### src/sv/tsd_pkg.sv
// Package for the streaming Targa decoder.
// Holds the result kinds, error codes and the result record type; no dependencies.
`default_nettype none

package tsd_pkg;

    localparam int unsigned KIND_W  = 2;
    localparam int unsigned TDATA_W = 80;

    localparam logic [1:0] KIND_HEADER = 2'd0;
    localparam logic [1:0] KIND_PIXEL  = 2'd1;
    localparam logic [1:0] KIND_ERROR  = 2'd2;

    localparam logic [1:0] ERR_IMAGE_TYPE = 2'd0;
    localparam logic [1:0] ERR_COLORMAP   = 2'd1;
    localparam logic [1:0] ERR_PIXEL_SIZE = 2'd2;

    localparam logic [7:0] TYPE_TRUECOLOR = 8'd2;
    localparam logic [7:0] TYPE_GRAY      = 8'd3;
    localparam logic [7:0] TYPE_RLE       = 8'd10;

    localparam logic [7:0] BPP_8  = 8'd8;
    localparam logic [7:0] BPP_24 = 8'd24;
    localparam logic [7:0] BPP_32 = 8'd32;

    localparam logic [7:0] OPAQUE      = 8'hff;
    localparam logic [7:0] RUN_FLAG    = 8'h80;
    localparam logic [7:0] RUN_LEN     = 8'h7f;
    localparam int unsigned FLIP_BIT   = 5;

    localparam logic [4:0] HDR_ID_LEN   = 5'd0;
    localparam logic [4:0] HDR_CMAP     = 5'd1;
    localparam logic [4:0] HDR_TYPE     = 5'd2;
    localparam logic [4:0] HDR_WIDTH_LO = 5'd12;
    localparam logic [4:0] HDR_WIDTH_HI = 5'd13;
    localparam logic [4:0] HDR_HGT_LO   = 5'd14;
    localparam logic [4:0] HDR_HGT_HI   = 5'd15;
    localparam logic [4:0] HDR_BPP      = 5'd16;
    localparam logic [4:0] HDR_ATTR     = 5'd17;

    typedef struct packed {
        logic [1:0]  kind;
        logic [7:0]  red;
        logic [7:0]  green;
        logic [7:0]  blue;
        logic [7:0]  alpha;
        logic [7:0]  repeat_res;
        logic [15:0] image_width;
        logic [15:0] image_height;
        logic        flip;
        logic [1:0]  error_code;
        logic        last;
    } result_t;

endpackage

`default_nettype wire

### src/sv/tga_stream_decoder.sv
// Streaming Targa decoder, top level and only module.
// Depends on tsd_pkg for result kinds, codes and the result record.
//
// The block takes one byte of a Targa file per item on the s_ channel; s_tuser
// marks the first byte of a new file and restarts header parsing. After the
// 18-byte header it sends one header item (width, height, flip) or one error
// item, skips the ID field, and then sends RGBA pixel runs on the m_ channel,
// with m_tlast on the run that completes the image, or on the header item of
// an image with no pixels. m_tuser gives the kind. Each accepted byte is
// decoded in the cycle it is accepted and its result is registered in the
// output stage. One byte can be taken every cycle while s_tready is high.
// A two-entry output stage lets the block keep taking bytes while a result
// waits; s_tready drops only when both entries hold results. Bytes that give
// no result pass through whenever s_tready is high.
// A synchronous low aresetn empties the output stage and returns the parser
// to the header phase at byte zero.
`default_nettype none

module tga_stream_decoder (
    input  wire logic                         aclk,
    input  wire logic                         aresetn,
    input  wire logic                         s_tvalid,
    output logic                              s_tready,
    input  wire logic [7:0]                   s_tdata,  // in_byte
    input  wire logic [0:0]                   s_tuser,  // first
    output logic                              m_tvalid,
    input  wire logic                         m_tready,
    // From bit 0: red, green, blue, alpha, repeat_res, image_width,
    // image_height, flip, error_code, zero fill.
    output logic [tsd_pkg::TDATA_W-1:0]       m_tdata,
    output logic [tsd_pkg::KIND_W-1:0]        m_tuser,  // kind
    output logic                              m_tlast   // last
);
    import tsd_pkg::*;

    localparam logic [2:0] PH_HEADER = 3'd0;
    localparam logic [2:0] PH_IDSKIP = 3'd1;
    localparam logic [2:0] PH_RAW    = 3'd2;
    localparam logic [2:0] PH_PKTHDR = 3'd3;
    localparam logic [2:0] PH_PKTPIX = 3'd4;
    localparam logic [2:0] PH_DONE   = 3'd5;

    logic [2:0]  phase_reg, phase_next;
    logic [4:0]  header_index_reg, header_index_next;
    logic [7:0]  id_skip_left_reg, id_skip_left_next;
    logic [7:0]  image_kind_reg, image_kind_next;
    logic        has_colormap_reg, has_colormap_next;
    logic [15:0] columns_reg, columns_next;
    logic [15:0] rows_reg, rows_next;
    logic [7:0]  bits_per_pixel_reg, bits_per_pixel_next;
    logic        flip_bit_reg, flip_bit_next;
    logic [31:0] pixels_left_reg, pixels_left_next;
    logic [7:0]  packet_left_reg, packet_left_next;
    logic        packet_is_run_reg, packet_is_run_next;
    logic [1:0]  byte_in_pixel_reg, byte_in_pixel_next;
    logic [7:0]  held_blue_reg, held_blue_next;
    logic [7:0]  held_green_reg, held_green_next;
    logic [7:0]  held_red_reg, held_red_next;

    result_t     out_reg, skid_reg;
    logic        out_valid_reg, skid_valid_reg;

    logic        accept;
    logic        pop;
    logic [7:0]  in_byte;
    logic [2:0]  eff_phase;
    logic [4:0]  eff_index;
    logic [31:0] area;
    logic [31:0] packet_left_ext;
    logic        run_active;
    logic [31:0] count;
    logic [31:0] left_after;
    logic [1:0]  pixel_bytes;
    logic [2:0]  data_phase;
    logic        res_valid;
    result_t     res;
    logic        size_ok;
    logic        emit;

    assign in_byte   = s_tdata;
    assign accept    = s_tvalid && s_tready;
    assign pop       = out_valid_reg && m_tready;
    assign s_tready  = !skid_valid_reg;

    assign eff_phase = s_tuser[0] ? PH_HEADER : phase_reg;
    assign eff_index = s_tuser[0] ? HDR_ID_LEN : header_index_reg;

    assign area            = 32'(columns_reg) * 32'(rows_reg);
    assign packet_left_ext = 32'(packet_left_reg);
    assign run_active      = (eff_phase == PH_PKTPIX) && packet_is_run_reg;
    assign count           = run_active ? ((packet_left_ext > pixels_left_reg) ?
                                           pixels_left_reg : packet_left_ext) : 32'd1;
    assign left_after      = pixels_left_reg - count;
    assign data_phase      = (image_kind_reg == TYPE_RLE) ? PH_PKTHDR : PH_RAW;
    assign pixel_bytes     = (bits_per_pixel_reg == BPP_8)  ? 2'd1 :
                             (bits_per_pixel_reg == BPP_24) ? 2'd3 : 2'd0;
    assign size_ok         = (bits_per_pixel_reg == BPP_24) ||
                             (bits_per_pixel_reg == BPP_32) ||
                             ((bits_per_pixel_reg == BPP_8) && (image_kind_reg == TYPE_GRAY));

    always_comb begin
        phase_next          = eff_phase;
        header_index_next   = eff_index;
        id_skip_left_next   = id_skip_left_reg;
        image_kind_next     = image_kind_reg;
        has_colormap_next   = has_colormap_reg;
        columns_next        = columns_reg;
        rows_next           = rows_reg;
        bits_per_pixel_next = bits_per_pixel_reg;
        flip_bit_next       = flip_bit_reg;
        pixels_left_next    = pixels_left_reg;
        packet_left_next    = packet_left_reg;
        packet_is_run_next  = packet_is_run_reg;
        byte_in_pixel_next  = byte_in_pixel_reg;
        held_blue_next      = held_blue_reg;
        held_green_next     = held_green_reg;
        held_red_next       = held_red_reg;
        res_valid           = 1'b0;
        res                 = '0;
        emit                = 1'b0;

        unique case (eff_phase)
            PH_HEADER: begin
                case (eff_index)
                    HDR_ID_LEN:   id_skip_left_next   = in_byte;
                    HDR_CMAP:     has_colormap_next   = (in_byte != 8'd0);
                    HDR_TYPE:     image_kind_next     = in_byte;
                    HDR_WIDTH_LO: columns_next        = {8'd0, in_byte};
                    HDR_WIDTH_HI: columns_next        = {in_byte, columns_reg[7:0]};
                    HDR_HGT_LO:   rows_next           = {8'd0, in_byte};
                    HDR_HGT_HI:   rows_next           = {in_byte, rows_reg[7:0]};
                    HDR_BPP:      bits_per_pixel_next = in_byte;
                    HDR_ATTR:     flip_bit_next       = in_byte[FLIP_BIT];
                    default:      ;
                endcase
                if (eff_index >= HDR_ATTR) begin
                    header_index_next = HDR_ID_LEN;
                    res_valid         = 1'b1;
                    if ((image_kind_reg != TYPE_TRUECOLOR) && (image_kind_reg != TYPE_GRAY) &&
                        (image_kind_reg != TYPE_RLE)) begin
                        res.kind       = KIND_ERROR;
                        res.error_code = ERR_IMAGE_TYPE;
                        phase_next     = PH_DONE;
                    end else if (has_colormap_reg) begin
                        res.kind       = KIND_ERROR;
                        res.error_code = ERR_COLORMAP;
                        phase_next     = PH_DONE;
                    end else if (!size_ok) begin
                        res.kind       = KIND_ERROR;
                        res.error_code = ERR_PIXEL_SIZE;
                        phase_next     = PH_DONE;
                    end else begin
                        pixels_left_next   = area;
                        packet_left_next   = 8'd0;
                        packet_is_run_next = 1'b0;
                        byte_in_pixel_next = 2'd0;
                        res.kind           = KIND_HEADER;
                        res.image_width    = columns_reg;
                        res.image_height   = rows_reg;
                        res.flip           = flip_bit_next;
                        if (area == 32'd0) begin
                            res.last   = 1'b1;
                            phase_next = PH_DONE;
                        end else if (id_skip_left_reg != 8'd0) begin
                            phase_next = PH_IDSKIP;
                        end else begin
                            phase_next = data_phase;
                        end
                    end
                end else begin
                    header_index_next = eff_index + 5'd1;
                end
            end
            PH_IDSKIP: begin
                if (id_skip_left_reg != 8'd0) begin
                    id_skip_left_next = id_skip_left_reg - 8'd1;
                end
                if (id_skip_left_next == 8'd0) begin
                    phase_next = data_phase;
                end
            end
            PH_RAW, PH_PKTPIX: begin
                res.alpha = OPAQUE;
                if (pixel_bytes == 2'd1) begin
                    emit      = 1'b1;
                    res.red   = in_byte;
                    res.green = in_byte;
                    res.blue  = in_byte;
                end else begin
                    case (byte_in_pixel_reg)
                        2'd0: begin
                            held_blue_next     = in_byte;
                            byte_in_pixel_next = 2'd1;
                        end
                        2'd1: begin
                            held_green_next    = in_byte;
                            byte_in_pixel_next = 2'd2;
                        end
                        2'd2: begin
                            if (pixel_bytes == 2'd3) begin
                                emit      = 1'b1;
                                res.red   = in_byte;
                                res.green = held_green_reg;
                                res.blue  = held_blue_reg;
                            end else begin
                                held_red_next      = in_byte;
                                byte_in_pixel_next = 2'd3;
                            end
                        end
                        default: begin
                            emit      = 1'b1;
                            res.red   = held_red_reg;
                            res.green = held_green_reg;
                            res.blue  = held_blue_reg;
                            res.alpha = in_byte;
                        end
                    endcase
                end
                if (emit) begin
                    res_valid          = 1'b1;
                    res.kind           = KIND_PIXEL;
                    res.repeat_res     = count[7:0];
                    res.last           = (left_after == 32'd0);
                    pixels_left_next   = left_after;
                    byte_in_pixel_next = 2'd0;
                    if (eff_phase == PH_PKTPIX) begin
                        if (packet_is_run_reg) begin
                            packet_left_next = 8'd0;
                        end else if (packet_left_reg != 8'd0) begin
                            packet_left_next = packet_left_reg - 8'd1;
                        end
                        if (packet_left_next == 8'd0) begin
                            phase_next = PH_PKTHDR;
                        end
                    end
                    if (left_after == 32'd0) begin
                        phase_next = PH_DONE;
                    end
                end else begin
                    res.alpha = 8'd0;
                end
            end
            PH_PKTHDR: begin
                packet_left_next   = (in_byte & RUN_LEN) + 8'd1;
                packet_is_run_next = ((in_byte & RUN_FLAG) != 8'd0);
                byte_in_pixel_next = 2'd0;
                phase_next         = PH_PKTPIX;
            end
            default: ;
        endcase
    end

    always_ff @(posedge aclk) begin
        if (!aresetn) begin
            phase_reg          <= PH_HEADER;
            header_index_reg   <= HDR_ID_LEN;
            id_skip_left_reg   <= '0;
            image_kind_reg     <= '0;
            has_colormap_reg   <= 1'b0;
            columns_reg        <= '0;
            rows_reg           <= '0;
            bits_per_pixel_reg <= '0;
            flip_bit_reg       <= 1'b0;
            pixels_left_reg    <= '0;
            packet_left_reg    <= '0;
            packet_is_run_reg  <= 1'b0;
            byte_in_pixel_reg  <= '0;
            held_blue_reg      <= '0;
            held_green_reg     <= '0;
            held_red_reg       <= '0;
        end else if (accept) begin
            phase_reg          <= phase_next;
            header_index_reg   <= header_index_next;
            id_skip_left_reg   <= id_skip_left_next;
            image_kind_reg     <= image_kind_next;
            has_colormap_reg   <= has_colormap_next;
            columns_reg        <= columns_next;
            rows_reg           <= rows_next;
            bits_per_pixel_reg <= bits_per_pixel_next;
            flip_bit_reg       <= flip_bit_next;
            pixels_left_reg    <= pixels_left_next;
            packet_left_reg    <= packet_left_next;
            packet_is_run_reg  <= packet_is_run_next;
            byte_in_pixel_reg  <= byte_in_pixel_next;
            held_blue_reg      <= held_blue_next;
            held_green_reg     <= held_green_next;
            held_red_reg       <= held_red_next;
        end
    end

    // A new result goes to the main entry when it is free or drains now,
    // otherwise to the skid entry; the skid entry moves up when the main one drains.
    always_ff @(posedge aclk) begin
        if (!aresetn) begin
            out_valid_reg  <= 1'b0;
            skid_valid_reg <= 1'b0;
        end else begin
            if (skid_valid_reg) begin
                if (pop) begin
                    out_reg        <= skid_reg;
                    skid_valid_reg <= 1'b0;
                end
            end else if (accept && res_valid) begin
                if (!out_valid_reg || pop) begin
                    out_reg       <= res;
                    out_valid_reg <= 1'b1;
                end else begin
                    skid_reg       <= res;
                    skid_valid_reg <= 1'b1;
                end
            end else if (pop) begin
                out_valid_reg <= 1'b0;
            end
        end
    end

    assign m_tvalid = out_valid_reg;
    assign m_tuser  = out_reg.kind;
    assign m_tlast  = out_reg.last;
    assign m_tdata  = {5'd0, out_reg.error_code, out_reg.flip, out_reg.image_height,
                       out_reg.image_width, out_reg.repeat_res, out_reg.alpha,
                       out_reg.blue, out_reg.green, out_reg.red};

    a_skid_implies_main: assert property (@(posedge aclk) disable iff (!aresetn)
        skid_valid_reg |-> out_valid_reg)
        else $error("Skid entry holds a result while the main entry is empty.");

    a_pixel_repeat: assert property (@(posedge aclk) disable iff (!aresetn)
        (m_tvalid && (m_tuser == KIND_PIXEL)) |-> (out_reg.repeat_res != 8'd0))
        else $error("Pixel run with a zero repeat count.");

    a_error_not_last: assert property (@(posedge aclk) disable iff (!aresetn)
        (m_tvalid && (m_tuser == KIND_ERROR)) |-> !m_tlast)
        else $error("Error item marked as last.");

    a_packet_nonempty: assert property (@(posedge aclk) disable iff (!aresetn)
        (phase_reg == PH_PKTPIX) |-> (packet_left_reg != 8'd0))
        else $error("Packet pixel phase with no pixels left in the packet.");

    a_stall_holds: assert property (@(posedge aclk) disable iff (!aresetn)
        (skid_valid_reg && !m_tready) |=> skid_valid_reg)
        else $error("Skid entry lost while the receiver stalls.");

endmodule

`default_nettype wire
### config.mk
export PLATFORM = sky130hd
export DESIGN_NAME = tga_stream_decoder
export DESIGN_NICKNAME = d
export VERILOG_FILES = /design/src/sv/tsd_pkg.sv /design/src/sv/tga_stream_decoder.sv
export SDC_FILE = /design/constraint.sdc
export NUM_CORES = 1
export LEC_CHECK = 0
export BUFFER_PORTS_ARGS = -buffer_cell sky130_fd_sc_hd__buf_2
export CORE_MARGIN = 5
export CORE_UTILIZATION = 54
export CTS_CLUSTER_DIAMETER = 80
export DETAILED_ROUTE_END_ITERATION = 7
export PLACE_DENSITY = 0.71
export SYNTH_ARGS = -nofsm -noshare
export SYNTH_HDL_FRONTEND = slang
export SYNTH_SLANG_ARGS = --single-unit
### constraint.sdc
create_clock -name aclk -period 14.2 [get_ports aclk]
set_input_delay 2.84 -clock aclk [delete_from_list [all_inputs] [get_ports aclk]]
set_output_delay 2.84 -clock aclk [all_outputs]
set_load 0.02 [all_outputs]
# Word level (Yosys, flattened, before mapping)
# Index checks and enable logic that the tools add are counted.
# classes
n_mul	1
bitwise_logic	6
reduce_logical	53
n_lt_le_gt_ge	2
n_mux	105
n_addsub	5
eq_ne	36
# ops
operator	count
78-bit two-way mux	4
32-bit two-way mux	7
8-bit two-way mux	18
33-bit two-way mux	3
32-bit logical NOT	2
16-bit one-hot mux with 2 select lines	2
32-bit one-hot mux with 2 select lines	1
24-bit two-way mux	2
24-bit one-hot mux with 2 select lines	1
40-bit two-way mux	1
36-bit two-way mux	1
35-bit two-way mux	1
3-bit two-way mux	11
8-bit by 32-bit greater-than comparator with 1-bit output	1
16-bit by 16-bit multiplier with 32-bit output	1
2-bit two-way mux	16
32-bit subtractor	1
1-bit two-way mux	24
8-bit one-hot mux with 3 select lines	1
4-bit AND reduction	6
8-bit nonzero test	3
3-bit AND reduction	7
5-bit by 4-bit == test with 1-bit output, second input constant	4
8-bit by 4-bit == test with 1-bit output, second input constant	2
other kinds (46)	88
# totals
out_inout_bits	85
input_bits	13
ff_bits	291
word_cells	250

# Depth between registers and ports, before layout
# Gate-level depths: netlist of the first run.
# logic_depth
word_depth	16
depth_mapped	26
depth_no_buf	23

# Worst setup path after synthesis of the first run
# No wires, ideal clock.
# synth_path
path_type	in2reg
start	input s_tuser
end	register skid_reg[0] (netlist name), enable pin
stages	9
path_buffers	2
t_arrival_ps	11741
setup_time_ps	715
required_ps	13485
slack_ps	1745
path_cell_list	clkbuf_1 > nor2b_1 > ha_1 > clkbuf_1 > nor3_1 > a21oi_1 > and2_1 > o21ai_0 > nor4_1
# synth_between
elab_chain_len	6
elab_cells_between_ends	11
classes_between	order compare (1); eq/ne (2); mux (4); reduce/logical (4)
# synth_lines
item	line_no	source
start: declaration	tga_stream_decoder.sv:25	input wire logic [0:0] s_tuser,
5-bit two-way mux or 3-bit two-way mux (tied branches)	tga_stream_decoder.sv:86, tga_stream_decoder.sv:85	
5-bit greater-or-equal comparator (tied with other cells)	tga_stream_decoder.sv:136	if (eff_index >= HDR_ATTR) begin
1-bit two-way mux or 2-bit OR reduction (tied branches)	-	
1-bit one-hot mux with 2 select lines (*)	tga_stream_decoder.sv:122	unique case (eff_phase)
1-bit logical AND (*)	tga_stream_decoder.sv:303	end else if (accept && res_valid) begin
4-bit AND reduction (no source line) (*)	-	
end signal: assignment	tga_stream_decoder.sv:308	skid_reg <= res;
end: declaration	tga_stream_decoder.sv:60	result_t out_reg, skid_reg;
# Every way passes the cells marked *; elsewhere a longest branch is shown, timed or not.
# A chain may end at the register's enable or synchronous reset.

# Worst setup path after layout of the first run
# layout_path
start	register columns_reg[9]
end	register out_reg (netlist bit m_tlast) (data pin)
# layout_between
elab_chain_len	11
# layout_lines
item	line_no	source
start: declaration	tga_stream_decoder.sv:48	logic [15:0] columns_reg, columns_next;
start signal: assignment	tga_stream_decoder.sv:277	columns_reg <= columns_next;
16-bit by 16-bit multiplier with 32-bit output	tga_stream_decoder.sv:88	assign area = 32'(columns_reg) * 32'(rows_reg);
32-bit logical NOT	tga_stream_decoder.sv:161	if (area == 32'd0) begin
1-bit two-way mux	tga_stream_decoder.sv:161	
1-bit two-way mux	tga_stream_decoder.sv:148	end else if (!size_ok) begin
1-bit two-way mux	tga_stream_decoder.sv:144	end else if (has_colormap_reg) begin
1-bit two-way mux	tga_stream_decoder.sv:139	if ((image_kind_reg != TYPE_TRUECOLOR) && (image_kind_reg != TYPE_GRAY) &&
36-bit two-way mux	tga_stream_decoder.sv:136	
1-bit one-hot mux with 2 select lines	tga_stream_decoder.sv:122	
78-bit two-way mux	tga_stream_decoder.sv:304	if (!out_valid_reg || pop) begin
78-bit two-way mux	tga_stream_decoder.sv:303	
78-bit two-way mux	tga_stream_decoder.sv:298	if (skid_valid_reg) begin
end signal: assignment	tga_stream_decoder.sv:300	out_reg <= skid_reg;
end signal: assignment	tga_stream_decoder.sv:305	out_reg <= res;
end: declaration	tga_stream_decoder.sv:60	
# Every way passes these cells. The select of a mux whose other input is x is not followed.

==> results of run 1 <==
[power by group through the flow]
stage,Sequential (mW),Clock (mW),Combinational (mW)
3_3_place_gp,0.909,0,0.161
4_1_cts,0.891,0.807,0.163
5_1_grt,0.891,0.845,0.181
6_report,0.891,0.797,0.166
3_5_place_dp,0.910,0,0.162
2_1_floorplan,0.906,0,0.124
[logic make-up (layout without fill, tap and decap cells)]
family                     count (synthesis)  count (layout)  share of synthesized area [%]
AOI/OAI and AO/OA                        466             466                           12.7
xor gates and xnor gates                  48              48                           1.74
adders and majority gates                355             355                           24.4
buffers and inverters                    367             378                           5.85
DFF                                      291             291                           30.5
muxes                                    116             116                           5.12
other                                      2              28                         0.0310
and+or+nand+nor                          998             998                           19.7
[critical path, delay by kind of cell (launching register included)]
kind            cells  cell delay, ns
compound gates      4            1.07
xor+xnor            1            0.36
fa+ha+maj           7            3.43
buf+inv             1            0.04
flops               1            1.00
simple gates        6            1.34
[cell type report]
type / count / area share [%]
tap: 592 / 2.84
timing repair buffer: 106 / 2.17
clock inverter: 15 / 0.691
clock buffer: 41 / 3.21
sequential: 291 / 28.3
multi-input combinational: 2011 / 59.6
inverter: 216 / 3.12
[cells in the mapped netlist (all sizes together) (9+ instances only)]
cell type and instances:
o21ai 75, o21a 11, or2 14, ha 160
nor2b 13, a21oi 156, o22ai 9, clkbuf 132
a31oi 14, dfxtp 135, buf 19, nor3 45
xor2 21, edfxtp 156, nor4 22, a211oi 35
fa 195, a21o 25, nand2 340, and2 151
nand3 42, a22oi 31, and3 18, a311oi 19
nor2 254, xnor2 27, and4 9, mux2 63
nand4 26, o31ai 21, mux2i 53, o211ai 14
or3 18, nand2b 13, inv 216
[how the worst max path moves through the flow]
stage | start | endpoint | slack, ns | cells after the start
after floorplan | s_tuser | skid_reg[0]$_DFFE_PP_ | 1.74 | 9
after global placement | columns_reg[11]$_SDFFE_PN0P_ | m_tlast$_DFFE_PP_ | 6.85 | 19
after detailed placement | columns_reg[9]$_SDFFE_PN0P_ | m_tlast$_DFFE_PP_ | 6.89 | 19
after CTS | columns_reg[9]$_SDFFE_PN0P_ | m_tlast$_DFFE_PP_ | 6.88 | 19
after global routing | columns_reg[7]$_SDFFE_PN0P_ | m_tlast$_DFFE_PP_ | 6.48 | 19
final | columns_reg[9]$_SDFFE_PN0P_ | m_tlast$_DFFE_PP_ | 6.81 | 19
[per-layer routing]
layer  share of wire [%]  up-vias  global-route usage [%]
li1                    -     9080                       -
met1                  43     9523                    35.3
met5                   0        -                       0
met4                 2.5        0                    6.72
met3                 6.9      114                    3.24
met2                  47      724                    42.3
[through the flow]
step	area [um2]	worst slack, ns
final	26100	6.81
after global routing	26100	6.48
after CTS	26100	6.88
after detailed placement	25000	6.89
after global placement	25000	6.85
after floorplan	24300	1.74
==> summary.md, run 1 <==
| Metric | Value |
|---|---|
| Outcome | finished clean |
| Fmax achieved | 0.135 GHz |
| Highest-count cells in the layout ignoring fill and taps | nand2_1 (339), nor2_1 (254), inv_1 (213) |
| Reg-to-reg critical path endpoint | m_tlast$_DFFE_PP_ |
| Leftover overflow at the end of global routing | 0 |
| Tightest Hold Check Type | register to register |
| Cts repair resizes | 0 |
| Async set-reset flop share out of synthesis | 0% |
| Number of nets with antenna violations after detailed routing | 0 |
| Maximum fanout encountered on the critical timing path | 18 |
| Synthesized area divided by synthesized cell count | 9.16 um2 |
| Core region area | 0.0443 mm2 |
| Slowest cell delay on critical path | 1.00 ns |
| Leakage dissipation | 10.3 nW |
| CTS tree | done |
| Worst Tran Pin Value | 1.05 ns |
| Effective utilization at floorplan | 54.7% |
| Cell count of the worst reg-to-reg path | 19 |
| Count of flip-flops with a built-in enable after synthesis | 156 |
| Number of H-tree branching levels | 1 |
| Area share of the largest cell type after synthesis | 19.3% |
| Gpl congestion | 0.923 |
| CP arrival | 7.83 ns |
| Slew headroom | 30.1% |
| Worst IR drop on VDD | 93.7 uV |
| Master cell of the clock root buffer | clkbuf_16 |
| Setup TNS | 0 ns |
| Setup slack, reg-to-reg | 6.81 ns |
| Cell with the largest stage delay on the worst path | dfxtp_1 |
| Via count of the first global-routing pass | 19300 |
| Final critical-path share of the clock period | 52.0% |
| Number of unique standard cell types used by synthesis | 89 |
| Pwr per Cell Area | 71.2 mW/mm2 |
| Number of cells in the design after placement | 3216 |
| Chip Width | 222 um |
| Number of instances on the worst hold path | 2 |
| Number of instances in the synthesized netlist | 2643 |
| Max-capacitance violation count | 0 |
| Total power | 1.85 mW |
| Number of buffers inserted by post-CTS setup repair | 0 |
| Proportion of layout cells with a drive suffix above 1 | 9.78% |
| Hold path startpoint | header_index_reg[1]$_SDFFE_PN0P_ |
| Worst skew pair latency | 0.59 ns |
| Net switching power figure | 0.462 mW |
| Warnings from Yosys | 0 |
| Cell types occupying the most area after synthesis | edfxtp_1 (19%), fa_1 (16%), dfxtp_1 (11%), ha_1 (8.3%), nand2_1 (5.3%) |
| Count of endpoints failing setup in the final report | 0 |
| Via count | 19400 |
| Util after Layout | 58.8% |
| Total number of nets in the final design | 3024 |
| Multi-input gate area | 0.0155 mm2 |
| Sequential area share after synthesis | 30.5% |
| Sequential cell area | 0.00739 mm2 |
| Die Span Y | 222 um |
| Int Pwr | 1.39 mW |
| Clock net sink count | 291 |
| Area enclosed by the die boundary | 0.0492 mm2 |
| Area growth syn-to-layout | 7.59% |
| Critical path endpoint category | register |
| Clock-pin slew on the worst setup and hold paths | 0.07 ns |
| Number of antenna violations at the first check in global routing | 1 |
| Combinational fraction of design power | 9.0% |
| Most common flop cell mapped by yosys | edfxtp_1 |
| Setup crit start kind | register |
| Number of cell rows | 77 |
| DRC violations left | 0 |
| End of the worst hold path | header_index_reg[1]$_SDFFE_PN0P_ |
| Fin cells | 3272 |
| Most frequent standard cell in the layout excluding fill and tap cells | nand2_1 |
| Min Tclk post-route | 7.39 ns |
| Final max-slew violation count | 0 |
| Routed wire length | 63700 um |
| Number of buffers created by CTS | 30 |
| CP Cell Sequence | nand2_1 > fa_1 > fa_1 > fa_1 > fa_1 > fa_1 > fa_1 > inv_1 > ha_1 > a21oi_1 > o21ai_0 > a31oi_1 > nand2_1 > xnor2_1 > nand4_1 > nor4_1 > and4_1 > nand4_1 > a2bb2oi_1 |
| Number of hold violations in the final report | 0 |
| Largest net degree at the start of global routing | 99 |
| Setup repair after global routing missed its margin | false |
| Maximum buffer depth of the clock tree | 3 |
| Switching share of power | 24.9% |
| HPWL after detailed placement | 47600 um |
| Yosys reg bits | 291 |
| Fill count | 3833 |
| Number of top-level pins | 98 |
| Wirelength per Cell | 19.5 um |
| Relative contribution of sequential cells to total power | 48.1% |
| Global-route wire length before repair | 104000 um |
| Diodes inserted | 0 |
| Count of TritonRoute iterations in the first routing pass | 5 |
| Required time reported for the critical path endpoint | 14.64 ns |
| Port Buffer Count | 92 |
| Final clock skew | 0.0470 ns |
| Cell seen most often among critical-path stages | fa_1 |
| Number of DRC markers in iteration 0 | 1783 |
| Library cell occupying the most area in the post-synthesis netlist | edfxtp_1 |
| Worst setup path category | register to register |
| Global routing usage summed across all routing layers | 25.3% |
| Max reg flops | 78 |
| DR vias/cell | 5.94 |
| Proportion of power drawn by the clock network | 43.0% |
| Cell Area, Synth | 0.0242 mm2 |
| Reg-to-Reg Start | columns_reg[9]$_SDFFE_PN0P_ |
| Hold buffer count at cts | 0 |
| Smallest hold slack | 0.472 ns |
No activity file was read; power rests on OpenSTA's default activity.
==> inputs of run 2 (changes only) <==
==> constraint.sdc (replaced) <==
create_clock -name aclk -period 6.8 [get_ports aclk]
set_input_delay 1.36 -clock aclk [delete_from_list [all_inputs] [get_ports aclk]]
set_output_delay 1.36 -clock aclk [all_outputs]
set_load 0.02 [all_outputs]
==> summary.md, run 2 (synthesis results as in run 1) <==
| Metric | Value |
|---|---|
| Outcome | finished, violations left (was finished clean) |
| Hold buffer count at cts | 0 (unchanged) |
| Min Tclk post-route | 6.54 ns (was 7.39 ns) |
| Maximum buffer depth of the clock tree | 3 (unchanged) |
| Smallest hold slack | 0.479 ns (was 0.472 ns) |
| Area enclosed by the die boundary | 0.0492 mm2 (unchanged) |
| Violated checks | DRC |
| Number of buffers created by CTS | 30 (unchanged) |
| Port Buffer Count | 92 (unchanged) |
| Critical path endpoint category | register (unchanged) |
| Pre-CTS setup slack | 0.0298 ns (was 6.89 ns) |
| Diodes inserted | 0 (unchanged) |
| Worst skew pair latency | 0.58 ns (was 0.59 ns) |
| Number of top-level pins | 98 (unchanged) |
| Setup crit start kind | register (unchanged) |
| Chip Width | 222 um (unchanged) |
| Worst setup path category | register to register (unchanged) |
| Final max-slew violation count | 0 (unchanged) |
| Routed wire length | 63600 um (was 63700 um) |
| Required time reported for the critical path endpoint | 7.23 ns (was 14.64 ns) |
| Gpl congestion | 0.966 (was 0.923) |
| Fill count | 3827 (was 3833) |
| Sequential cell area | 0.00742 mm2 (was 0.00739 mm2) |
| Setup TNS | 0 ns (unchanged) |
| Highest-count cells in the layout ignoring fill and taps | nand2_1 (339), nor2_1 (254), inv_1 (213) (unchanged) |
| Number of DRC markers in iteration 0 | 1766 (was 1783) |
| CTS tree | done (unchanged) |
| Global-route wire length before repair | 104000 um (about the same) |
| Number of H-tree branching levels | 1 (unchanged) |
| Max-capacitance violation count | 0 (unchanged) |
| Util after Layout | 60.5% (was 58.8%) |
| Number of hold violations in the final report | 0 (unchanged) |
| Number of nets with antenna violations after detailed routing | 0 (unchanged) |
| Cell seen most often among critical-path stages | fa_1 (unchanged) |
| Via count | 20000 (was 19400) |
| Count of buffer and inverter cells on the critical path | 2 (was 1) |
| Fin cells | 3330 (was 3272) |
| Number of cells in the design after placement | 3273 (was 3216) |
| DR vias/cell | 6.00 (was 5.94) |
| Proportion of layout cells with a drive suffix above 1 | 13.0% (was 9.78%) |
| Global routing usage summed across all routing layers | 25.4% (was 25.3%) |
| Number of antenna violations at the first check in global routing | 0 (was 1) |
| Clock net sink count | 291 (unchanged) |
| Worst IR drop on VDD | 168 uV (was 93.7 uV) |
| Largest net degree at the start of global routing | 69 (was 99) |
| Multi-input gate area | 0.0156 mm2 (was 0.0155 mm2) |
| Slowest cell delay on critical path | 0.59 ns (was 1.00 ns) |
| DRC violations left | 2 (was 0) |
| Most frequent standard cell in the layout excluding fill and tap cells | nand2_1 (unchanged) |
| Max reg flops | 78 (unchanged) |
| Final clock skew | 0.0291 ns (was 0.0470 ns) |
| Area growth syn-to-layout | 10.7% (was 7.59%) |
| Count of endpoints failing setup in the final report | 0 (unchanged) |
| Final critical-path share of the clock period | 96.2% (was 52.0%) |
| Clock-pin slew on the worst setup and hold paths | 0.07 ns (about the same) |
| Setup slack, reg-to-reg | 0.26 ns (was 6.81 ns) |
| Cell with the largest stage delay on the worst path | fa_1 (was dfxtp_1) |
| Crit path setup slack, layout | 0.259 ns (was 6.81 ns) |
| Die Span Y | 222 um (unchanged) |
| HPWL after detailed placement | 48800 um (was 47600 um) |
| Leftover overflow at the end of global routing | 0 (unchanged) |
| Pwr per Cell Area | 154 mW/mm2 (was 71.2 mW/mm2) |
| Worst Tran Pin Value | 1.15 ns (was 1.05 ns) |
| CP arrival | 6.97 ns (was 7.83 ns) |
| Core region area | 0.0443 mm2 (unchanged) |
| Via count of the first global-routing pass | 19600 (was 19300) |
| Slew headroom | 23.1% (was 30.1%) |
| Fmax achieved | 0.153 GHz (was 0.135 GHz) |
| Setup repair after global routing missed its margin | false (unchanged) |
| Number of cell rows | 77 (unchanged) |
| Maximum fanout encountered on the critical timing path | 13 (was 18) |
| Effective utilization at floorplan | 54.7% (unchanged) |
| Total number of nets in the final design | 3082 (was 3024) |
| Leakage dissipation | 10.7 nW (was 10.3 nW) |
| Tightest Hold Check Type | register to register (unchanged) |
| Gate family responsible for the most delay along the worst path | adder cells (unchanged) |
| CP Cell Sequence | buf_6 > nand2_1 > fa_1 > fa_1 > fa_1 > fa_1 > fa_1 > fa_1 > inv_1 > ha_1 > o21a_1 > nor2_1 > xnor2_1 > or4_1 > a2111oi_2 > nand4_1 > nor4_2 > and4_4 > nand4_1 > a2bb2oi_1 (was nand2_1 > fa_1 > fa_1 > fa_1 > fa_1 > fa_1 > fa_1 > inv_1 > ha_1 > a21oi_1 > o21ai_0 > a31oi_1 > nand2_1 > xnor2_1 > nand4_1 > nor4_1 > and4_1 > nand4_1 > a2bb2oi_1) |
| Wirelength per Cell | 19.1 um (was 19.5 um) |
| Master cell of the clock root buffer | clkbuf_16 (unchanged) |
| Count of TritonRoute iterations in the first routing pass | 8 (was 5) |
[run 2: cell types whose count changed in the layout (fill, tap and decap cells not counted), sizes merged]
| cell | delta |
|---|---|
| inv | -3 |
| clkinv | +1 |
| bufinv | +6 |
| clkbuf | -4 |
| buf | +58 |
[run 2: worst register-to-register path: cells and delay by family (launching register included)]
kind / cells / cell delay (ns)
xor gates and xnor gates: 1 / 0.08
DFF: 1 / 0.46
AOI/OAI and AO/OA: 3 / 0.60
and+or+nand+nor: 7 / 1.72
buffers and inverters: 2 / 0.25
adders and majority gates: 7 / 3.29
[run 2: repair_timing]
item / CTS / global route
setup buffers: 0 / 1
gates resized for setup: 0 / 38
setup endpoints to repair: 0 / 7
[run 2: report_power, final]
group	total (mW)	switching [mW]	internal [mW]
Sequential	1.86	0.0168	1.84
Combinational	0.350	0.238	0.112
Clock	1.92	0.735	1.19
[run 2: cell type report]
class	instances	area share [%]
clock inverters	19	1.25
inverters	216	3.03
multi-input cells	2011	58.2
flip-flops and latches	291	27.7
repair buffers	164	3.94
well taps	592	2.76
clock buffers	37	3.13
[run 2: final timing paths]
check | cells after the start | start | to
max reg2reg | 20 | columns_reg[9]$_SDFFE_PN0P_ | m_tlast$_DFFE_PP_
max | 20 | columns_reg[9]$_SDFFE_PN0P_ | m_tlast$_DFFE_PP_
min reg2reg | 2 | pixels_left_reg[19]$_SDFFE_PN0P_ | pixels_left_reg[19]$_SDFFE_PN0P_
min | 2 | pixels_left_reg[19]$_SDFFE_PN0P_ | pixels_left_reg[19]$_SDFFE_PN0P_
[run 2: metrics by stage]
step                      total power, mW  cell area, um2
after floorplan                      2.15           24300
after global placement               2.24           25500
after detailed placement             2.24           25500
after CTS                            4.14           26700
after global routing                 4.26           26800
final                                4.13           26800
[run 2: per-layer routing]
| layer | vias to the layer above | GRT usage (%) | wire (um) |
|---|---|---|---|
| met4 | 0 | 7.68 | 2130 |
| met3 | 147 | 3.26 | 4440 |
| met5 | - | 0 | 0 |
| met2 | 809 | 43.6 | 30800 |
| met1 | 9812 | 33.9 | 26200 |
| li1 | 9198 | - | - |
